===== src/led_strip_effect_generator_core_macros.svh =====
// assertion macros shared by the led strip effect generator rtl
`ifndef LED_STRIP_EFFECT_GENERATOR_CORE_MACROS_SVH
`define LED_STRIP_EFFECT_GENERATOR_CORE_MACROS_SVH

`ifndef NO_ASSERTIONS

// same-cycle implication
`define LSEG_ASSERT_IMPL(label, clk, rst_n, ante, cons) \
    label: assert property (@(posedge clk) disable iff (!rst_n) (ante) |-> (cons)) \
        else $error("assertion failed: implication");

// next-cycle implication
`define LSEG_ASSERT_NEXT(label, clk, rst_n, ante, cons) \
    label: assert property (@(posedge clk) disable iff (!rst_n) (ante) |=> (cons)) \
        else $error("assertion failed: next-cycle implication");

`else

`define LSEG_ASSERT_IMPL(label, clk, rst_n, ante, cons)
`define LSEG_ASSERT_NEXT(label, clk, rst_n, ante, cons)

`endif

`endif


===== src/lseg_pkg.sv =====
// shared types, constants and arithmetic helpers for the led strip effect generator
package lseg_pkg;

    localparam int NUM_LEDS_DEF = 16;
    localparam int TAIL_LEN_DEF = 3;

    // effect mode codes
    localparam logic [1:0] MODE_BREATH = 2'd0;
    localparam logic [1:0] MODE_CHASE  = 2'd1;
    localparam logic [1:0] MODE_OFF    = 2'd2;

    // configuration register indexes
    localparam logic [1:0] REG_MODE  = 2'd0;
    localparam logic [1:0] REG_RED   = 2'd1;
    localparam logic [1:0] REG_GREEN = 2'd2;
    localparam logic [1:0] REG_BLUE  = 2'd3;

    localparam logic [7:0] BASE_RESET = 8'd150;

    typedef struct packed {
        logic [7:0] red;
        logic [7:0] green;
        logic [7:0] blue;
    } rgb_t;

    typedef struct packed {
        logic [15:0] red;
        logic [15:0] green;
        logic [15:0] blue;
    } prod_t;

    // exact x/255 for x up to 255*255
    function automatic logic [7:0] div255(input logic [15:0] x);
        logic [16:0] t;
        t = {1'b0, x} + {9'd0, x[15:8]} + 17'd1;
        return t[15:8];
    endfunction

    // exact x/n for 8-bit x and n up to 8, recip is 2^16/n rounded up
    function automatic logic [7:0] div_tail(input logic [7:0] x, input logic [16:0] recip);
        logic [24:0] p;
        p = {17'd0, x} * {8'd0, recip};
        return p[23:16];
    endfunction

endpackage


===== src/lseg_pixel.sv =====
// per-pixel color logic: breathing scale, chase tail and off
module lseg_pixel #(
    parameter int NUM_LEDS = lseg_pkg::NUM_LEDS_DEF,
    parameter int TAIL_LEN = lseg_pkg::TAIL_LEN_DEF
) (
    input  logic [1:0]                                  mode,
    input  logic [((NUM_LEDS > 1) ? $clog2(NUM_LEDS) : 1)-1:0] led,
    input  logic [((NUM_LEDS > 1) ? $clog2(NUM_LEDS) : 1)-1:0] head,
    input  lseg_pkg::rgb_t                              base,
    input  lseg_pkg::rgb_t                              third,
    input  lseg_pkg::prod_t                             prod,
    output lseg_pkg::rgb_t                              color
);

    localparam int IDX_W  = (NUM_LEDS > 1) ? $clog2(NUM_LEDS) : 1;
    localparam int TAIL_W = (TAIL_LEN > 1) ? $clog2(TAIL_LEN) : 1;

    logic [IDX_W-1:0] behind;
    logic [IDX_W+3:0] behind_ext;
    logic [TAIL_W-1:0] tail_pos;
    logic             in_tail;

    assign behind     = head - led;
    assign behind_ext = {4'd0, behind};
    assign tail_pos   = behind_ext[TAIL_W-1:0];
    assign in_tail    = (led <= head) && (behind_ext < (IDX_W+4)'(TAIL_LEN));

    always_comb
    begin
        color = '0;
        case (mode)
            lseg_pkg::MODE_BREATH:
            begin
                color.red   = lseg_pkg::div255(prod.red);
                color.green = lseg_pkg::div255(prod.green);
                color.blue  = lseg_pkg::div255(prod.blue);
            end
            lseg_pkg::MODE_CHASE:
            begin
                if (in_tail)
                begin
                    // fade by base/TAIL_LEN (the third input) per step behind the head
                    color.red   = base.red   - 8'({8'd0, tail_pos} * {TAIL_W'(0), third.red});
                    color.green = base.green - 8'({8'd0, tail_pos} * {TAIL_W'(0), third.green});
                    color.blue  = base.blue  - 8'({8'd0, tail_pos} * {TAIL_W'(0), third.blue});
                end
            end
            default:
            begin
                color = '0;
            end
        endcase
    end

endmodule


===== src/led_strip_effect_generator_core.sv =====
// top level of the led strip effect generator: tick input, frame sequencer, pixel output
//
// Each accepted beat on s_axis with frame_tick set produces one frame: NUM_LEDS
// pixel beats on m_axis in LED order, the final one with tlast high. A beat with
// frame_tick clear is taken and dropped. effect_mode picks breathing (base color
// scaled by level/255, level then walks an 8-bit triangle), chase (head at the
// running position with a fading tail of TAIL_LEN LEDs, position then advances and
// wraps) or off (black; code 3 also reads as off). One pixel leaves per cycle unless
// m_axis_tready stalls; a frame is NUM_LEDS pixels (16 by default) from the pixel
// counter. One further tick is buffered while a frame runs and starts in the same
// cycle that the previous frame's last pixel is loaded, so frames stream without
// gaps. Configuration writes belong to idle time between frames.
`include "led_strip_effect_generator_core_macros.svh"

module led_strip_effect_generator_core #(
    parameter int NUM_LEDS = lseg_pkg::NUM_LEDS_DEF,
    parameter int TAIL_LEN = lseg_pkg::TAIL_LEN_DEF
) (
    input  logic        clk,
    input  logic        rst_n,
    // config write port
    input  logic        cfg_we,
    input  logic [1:0]  cfg_addr,
    input  logic [7:0]  cfg_wdata,
    // tick input
    input  logic        s_axis_tvalid,
    output logic        s_axis_tready,
    input  logic [7:0]  s_axis_tdata,   // [0] frame_tick, [7:1] zero
    // pixel output
    output logic        m_axis_tvalid,
    input  logic        m_axis_tready,
    output logic [31:0] m_axis_tdata,   // [3:0] led_index, [11:4] red, [19:12] green,
                                        // [27:20] blue, [31:28] zero
    output logic        m_axis_tlast    // last_pixel
);

    localparam int IDX_W = (NUM_LEDS > 1) ? $clog2(NUM_LEDS) : 1;
    localparam logic [IDX_W-1:0] LAST_LED = IDX_W'(NUM_LEDS - 1);
    // rounded-up 2^16/TAIL_LEN, gives the tail step as a multiply and shift
    localparam logic [16:0] TAIL_RECIP = 17'((65536 + TAIL_LEN - 1) / TAIL_LEN);

    // configuration registers
    logic [1:0]     mode_reg;
    lseg_pkg::rgb_t base_reg;

    // effect state
    logic [7:0]       breath_level_reg, breath_level_next;
    logic             breath_falling_reg, breath_falling_next;
    logic [IDX_W-1:0] chase_pos_reg, chase_pos_next;

    // pending tick buffer
    logic pend_valid_reg, pend_valid_next;

    // frame sequencer
    logic             active_reg, active_next;
    logic [IDX_W-1:0] led_reg, led_next;
    logic [1:0]       frame_mode_reg;
    logic [IDX_W-1:0] frame_head_reg;
    lseg_pkg::prod_t  frame_prod_reg;
    lseg_pkg::rgb_t   frame_third_reg;

    // output register
    logic             out_valid_reg, out_valid_next;
    logic [IDX_W-1:0] out_led_reg;
    lseg_pkg::rgb_t   out_color_reg;
    logic             out_last_reg;

    logic             in_beat;
    logic             load_ok;
    logic             advance;
    logic             frame_done;
    logic             start;
    logic [7:0]       level_step;
    logic [IDX_W:0]   pos_inc;
    lseg_pkg::rgb_t   pix_color;
    logic [IDX_W+3:0] led_wide;

    assign s_axis_tready = !pend_valid_reg;
    assign in_beat       = s_axis_tvalid && s_axis_tready;

    assign load_ok    = !out_valid_reg || m_axis_tready;
    assign advance    = active_reg && load_ok;
    assign frame_done = advance && (led_reg == LAST_LED);
    assign start      = pend_valid_reg && (!active_reg || frame_done);

    // config writes
    always_ff @(posedge clk or negedge rst_n)
    begin
        if (!rst_n)
        begin
            mode_reg       <= lseg_pkg::MODE_BREATH;
            base_reg.red   <= lseg_pkg::BASE_RESET;
            base_reg.green <= lseg_pkg::BASE_RESET;
            base_reg.blue  <= lseg_pkg::BASE_RESET;
        end
        else if (cfg_we)
        begin
            case (cfg_addr)
                lseg_pkg::REG_MODE:  mode_reg       <= cfg_wdata[1:0];
                lseg_pkg::REG_RED:   base_reg.red   <= cfg_wdata;
                lseg_pkg::REG_GREEN: base_reg.green <= cfg_wdata;
                lseg_pkg::REG_BLUE:  base_reg.blue  <= cfg_wdata;
                default:             mode_reg       <= mode_reg;
            endcase
        end
    end

    // triangle step for breathing, wrap for chase
    assign level_step = breath_falling_reg ? (breath_level_reg - 8'd1)
                                           : (breath_level_reg + 8'd1);
    assign pos_inc    = {1'b0, chase_pos_reg} + {{IDX_W{1'b0}}, 1'b1};

    always_comb
    begin
        breath_level_next   = breath_level_reg;
        breath_falling_next = breath_falling_reg;
        chase_pos_next      = chase_pos_reg;
        if (start)
        begin
            case (mode_reg)
                lseg_pkg::MODE_BREATH:
                begin
                    breath_level_next = level_step;
                    if (level_step == 8'hFF)
                        breath_falling_next = 1'b1;
                    else if (level_step == 8'h00)
                        breath_falling_next = 1'b0;
                end
                lseg_pkg::MODE_CHASE:
                begin
                    chase_pos_next = (pos_inc >= (IDX_W+1)'(NUM_LEDS)) ? '0
                                                                      : pos_inc[IDX_W-1:0];
                end
                default:
                begin
                    chase_pos_next = chase_pos_reg;
                end
            endcase
        end
    end

    // tick buffer, sequencer and output valid
    always_comb
    begin
        pend_valid_next = pend_valid_reg;
        if (start)
            pend_valid_next = 1'b0;
        if (in_beat && s_axis_tdata[0])
            pend_valid_next = 1'b1;

        active_next = active_reg;
        led_next    = led_reg;
        if (advance)
        begin
            led_next = led_reg + IDX_W'(1);
            if (frame_done)
            begin
                active_next = 1'b0;
                led_next    = '0;
            end
        end
        if (start)
        begin
            active_next = 1'b1;
            led_next    = '0;
        end

        out_valid_next = out_valid_reg;
        if (advance)
            out_valid_next = 1'b1;
        else if (m_axis_tready)
            out_valid_next = 1'b0;
    end

    always_ff @(posedge clk or negedge rst_n)
    begin
        if (!rst_n)
        begin
            breath_level_reg   <= '0;
            breath_falling_reg <= 1'b0;
            chase_pos_reg      <= '0;
            pend_valid_reg     <= 1'b0;
            active_reg         <= 1'b0;
            led_reg            <= '0;
            out_valid_reg      <= 1'b0;
        end
        else
        begin
            breath_level_reg   <= breath_level_next;
            breath_falling_reg <= breath_falling_next;
            chase_pos_reg      <= chase_pos_next;
            pend_valid_reg     <= pend_valid_next;
            active_reg         <= active_next;
            led_reg            <= led_next;
            out_valid_reg      <= out_valid_next;
        end
    end

    // frame snapshot: products and tail steps are registered once per frame
    always_ff @(posedge clk)
    begin
        if (start)
        begin
            frame_mode_reg        <= mode_reg;
            frame_head_reg        <= chase_pos_reg;
            frame_prod_reg.red    <= {8'd0, base_reg.red}   * {8'd0, breath_level_reg};
            frame_prod_reg.green  <= {8'd0, base_reg.green} * {8'd0, breath_level_reg};
            frame_prod_reg.blue   <= {8'd0, base_reg.blue}  * {8'd0, breath_level_reg};
            frame_third_reg.red   <= lseg_pkg::div_tail(base_reg.red, TAIL_RECIP);
            frame_third_reg.green <= lseg_pkg::div_tail(base_reg.green, TAIL_RECIP);
            frame_third_reg.blue  <= lseg_pkg::div_tail(base_reg.blue, TAIL_RECIP);
        end
    end

    lseg_pixel #(
        .NUM_LEDS (NUM_LEDS),
        .TAIL_LEN (TAIL_LEN)
    ) u_pixel (
        .mode  (frame_mode_reg),
        .led   (led_reg),
        .head  (frame_head_reg),
        .base  (base_reg),
        .third (frame_third_reg),
        .prod  (frame_prod_reg),
        .color (pix_color)
    );

    // output payload
    always_ff @(posedge clk)
    begin
        if (advance)
        begin
            out_led_reg   <= led_reg;
            out_color_reg <= pix_color;
            out_last_reg  <= (led_reg == LAST_LED);
        end
    end

    assign led_wide      = {4'd0, out_led_reg};
    assign m_axis_tvalid = out_valid_reg;
    assign m_axis_tdata  = {4'd0, out_color_reg.blue, out_color_reg.green,
                            out_color_reg.red, led_wide[3:0]};
    assign m_axis_tlast  = out_last_reg;

    // a waiting tick with the sequencer idle starts a frame at once
    `LSEG_ASSERT_NEXT(a_start_idle, clk, rst_n, pend_valid_reg && !active_reg, active_reg)
    // top of the triangle always turns downward
    `LSEG_ASSERT_IMPL(a_peak_falls, clk, rst_n, breath_level_reg == 8'hFF, breath_falling_reg)
    // bottom of the triangle always turns upward
    `LSEG_ASSERT_IMPL(a_floor_rises, clk, rst_n, breath_level_reg == 8'h00, !breath_falling_reg)
    // idle sequencer sits at the first led
    `LSEG_ASSERT_IMPL(a_idle_led0, clk, rst_n, !active_reg, led_reg == '0)

endmodule

===== config.mk =====
export PLATFORM = sky130hd
export DESIGN_NAME = led_strip_effect_generator_core
export DESIGN_NICKNAME = d
export VERILOG_FILES = /design/src/lseg_pkg.sv /design/src/lseg_pixel.sv /design/src/led_strip_effect_generator_core.sv
export VERILOG_INCLUDE_DIRS = /design/src /design/src/src
export SDC_FILE = /design/constraint.sdc
export NUM_CORES = 1
export LEC_CHECK = 0
export ABC_AREA = 1
export BUFFER_PORTS_ARGS = -buffer_cell sky130_fd_sc_hd__buf_2
export CORE_MARGIN = 8
export CORE_UTILIZATION = 45
export DETAILED_ROUTE_END_ITERATION = 12
export GPL_TIMING_DRIVEN = 0
export MAX_ROUTING_LAYER = met4
export PLACE_DENSITY_LB_ADDON = 0.08
export REMOVE_ABC_BUFFERS = 1
export SYNTH_ARGS = -nofsm -noshare
export SYNTH_HDL_FRONTEND = slang
export SYNTH_SLANG_ARGS = --single-unit

===== constraint.sdc =====
create_clock -name clk -period 5.75 [get_ports clk]
set_input_delay 0.8625 -clock clk [delete_from_list [all_inputs] [get_ports clk]]
set_output_delay 0.8625 -clock clk [all_outputs]
set_load 0.1 [all_outputs]

==> results.yml <==
critical_path:
  critPathMaxFanout: 26
  end_kind: "flop"
  required_ns: 5.97
  crit_arrival_ns: 5.41
  path_class: "reg2reg"
  start_kind: "flop"
detailed_routing:
  vias: 16610
  drt-wirelength-per-cell_um: 15.18
  route.detailed.drc: 0
  dr.pass1.iters: 5
  drt_wl_total_um: 50820
  viasPerCell: 4.960
  drt_iter0_markers: 951
  ant_nets: 0
clock_network:
  ctsLongestPathBuffers: 2
  htreeDepth: 4
  cts-root-buf: "clkbuf_16"
  clock_latency_ns: 0.48
  cts_tree: "yes"
  cts_setup_buffers: 0
  cts-buffers-inserted: 17
  cts_resized: 0
  ctsHoldBuffers: 0
  cts.clk_slew.worst_paths_ns: 0.06
  clkSinkCount: 150
timing:
  max_freq_mhz: 192.7
  hold_violations: 0
  setup_slack_ns: 0.5614
  worst_slew_pin_slew_ns: 1.444
  fin_crit_sh_pct: 90.24
  rsz0062_at_grt: "false"
  slew_headroom_pct: 3.746
  post-route-min-period_ns: 5.189
  fin_setup_tns_ns: 0
  setup_viol: 0
  fin_skew_ns: 0.008699
  hold_ws_ns: 0.5045
  slew_viol_final: 0
layout:
  drive_above_1_share_pct: 4.524
  largest_reg_flops: 48
  postLayoutCellArea_mm2: 0.02222
  fin_nets: 3241
  diodes: 0
  synthToLayoutAreaGrowth_pct: 6.730
  layout_common_cells: "683 x nand2_1, 617 x inv_1, 317 x ha_1, 173 x fa_1, 163 x nor2_1"
  final_common_cell: "nand2_1"
die:
  start_util_pct: 45.11
  rows: 79
  dieWidth_um: 231.1
  die_y_um: 231.1
  die-area_mm2: 0.05341
  core_mm2: 0.04616
  pin_count: 58
place:
  place.gp.congestion: 0.8607
  hpwl_um: 40280
  dp_slack_ns: 0.5773
  port-buffer-count: 46
  placed_area_mm2: 0.02159
yosys:
  yosysUniqueCellTypes: 51
  ys.flop_type: "edfxtp_1"
  yosys.area.top_type: "ha_1"
  avgSynthCellArea_um2: 7.655
  ys_async_sr_fraction_pct: 30.67
  synth_seq_cells: 150
  synthCells: 2720
  synth_area_leaders: "ha_1 19%, fa_1 17%, edfxtp_1 15%, nand2_1 12%, inv_1 11%"
  synth_top_area_share_pct: 19.05
  netlist_area_mm2: 0.02082
  synth_edf_count: 104
  ys_seq_area_share_pct: 20.60
  yosysWarnings: 0
power:
  peakVddDrop_mv: 0.3903
  power_w: 0.009157
  p_per_area_mw_per_mm2: 412.0
  leakagePower_nw: 13.10
global_route:
  grtUsageTotal_pct: 20.47
  grt_overflow: 0
  grt_pass1_wl_um: 85360
  antenna_found_initial: 0
  grt_start_max_net_pins: 47
  grt_pass1_vias: 16940
run_status:
  outcome: "finished clean"
job:
  cap_violations: 0
min_path:
  hold_path.class: "reg2reg"
synthesized netlist by cell type (2+ instances only):
master / count
a211oi_1: 3
a21o_1: 17
a21oi_1: 106
a31oi_1: 6
and2_1: 2
buf_1: 3
buf_2: 6
buf_4: 7
clkbuf_1: 46
clkinv_1: 2
dfrtp_1: 34
dfstp_2: 12
edfxtp_1: 104
fa_1: 173
ha_1: 317
inv_1: 618
inv_2: 4
nand2_1: 683
nand2_2: 2
nand3_1: 125
nand3_2: 2
nand3b_1: 14
nand4_1: 36
nor2_1: 163
nor2_2: 4
nor3_1: 20
o2111ai_1: 3
o211ai_1: 4
o21a_1: 5
o21ai_0: 77
o21ai_1: 11
o21ai_2: 5
o21bai_1: 19
or2_1: 2
or2_2: 7
xnor2_1: 18
xor2_1: 46
path summary, 6_finish.rpt:
kind                                startpoint                  end  slack [ns]  depth (start not counted)
min in group asynchronous                rst_n  breath_level_reg[6]        0.64                          1
max reg2reg                breath_level_reg[6]   frame_prod_reg[12]        0.56                         14
max                        breath_level_reg[6]   frame_prod_reg[12]        0.56                         14
max in group asynchronous                rst_n          base_reg[6]        4.37                          1
min                           chase_pos_reg[3]    frame_head_reg[3]        0.50                          0
min reg2reg                   chase_pos_reg[3]    frame_head_reg[3]        0.50                          0
worst max-delay path: stages, from the launching register on:
cell      delay [ns]
dfrtp_1         1.26
nand2_1         0.19
fa_1            0.54
fa_1            0.55
inv_1           0.06
fa_1            0.53
inv_1           0.06
fa_1            0.53
inv_1           0.05
ha_1            0.35
a21oi_1         0.22
o21bai_1        0.11
a21oi_1         0.21
o21bai_1        0.10
xor2_1          0.14
through the flow:
| step | utilization, % | instances |
|---|---|---|
| finish | 48.14 | 3348 |
| global route | 48.14 | 3348 |
| CTS | 48.09 | 3347 |
| detailed placement | 46.76 | 3315 |
| global placement | 46.68 | 3313 |
| floorplan | - | 2660 |
cell type report:
| cell class | instances | area, µm² |
|---|---|---|
| flip-flops and latches | 150 | 4289 |
| clock inverters | 10 | 103.9 |
| inverters | 625 | 2347 |
| well taps | 607 | 759.5 |
| repair buffers | 49 | 297.8 |
| clock buffers | 22 | 506.7 |
| multi-input cells | 1885 | 13920 |
| fillers | 4601 | 23940 |
power by group:
part           leakage (nW)  internal (W)  switching [W]
logic                  11.3       0.00226        0.00398
clock network         0.305      0.000677       0.000489
registers              1.54       0.00141       0.000336
total                  13.1       0.00435        0.00480
per-layer routing:
metal	share of wire (%)	up-vias	global-route usage, %	wire, µm
met5	0	-	-	0
met3	3.9	56	2.959	1967
met2	47	257	33.31	23640
li1	-	8485	-	-
met1	48	7808	26.32	24230
met4	1.9	0	6.098	986
logic make-up (layout without fill, tap and decap cells):
logic type / Yosys count / count (layout) / synth area share [%]
other: 1 / 4 / 0.01801
and+or+nand+nor: 1067 / 1067 / 21.31
adders and majority gates: 490 / 490 / 35.68
DFF: 150 / 150 / 20.60
AOI/OAI and AO/OA: 260 / 260 / 7.091
xor gates and xnor gates: 64 / 64 / 2.692
buffers and inverters: 688 / 706 / 12.61
Power figures use the tool's default switching activity.
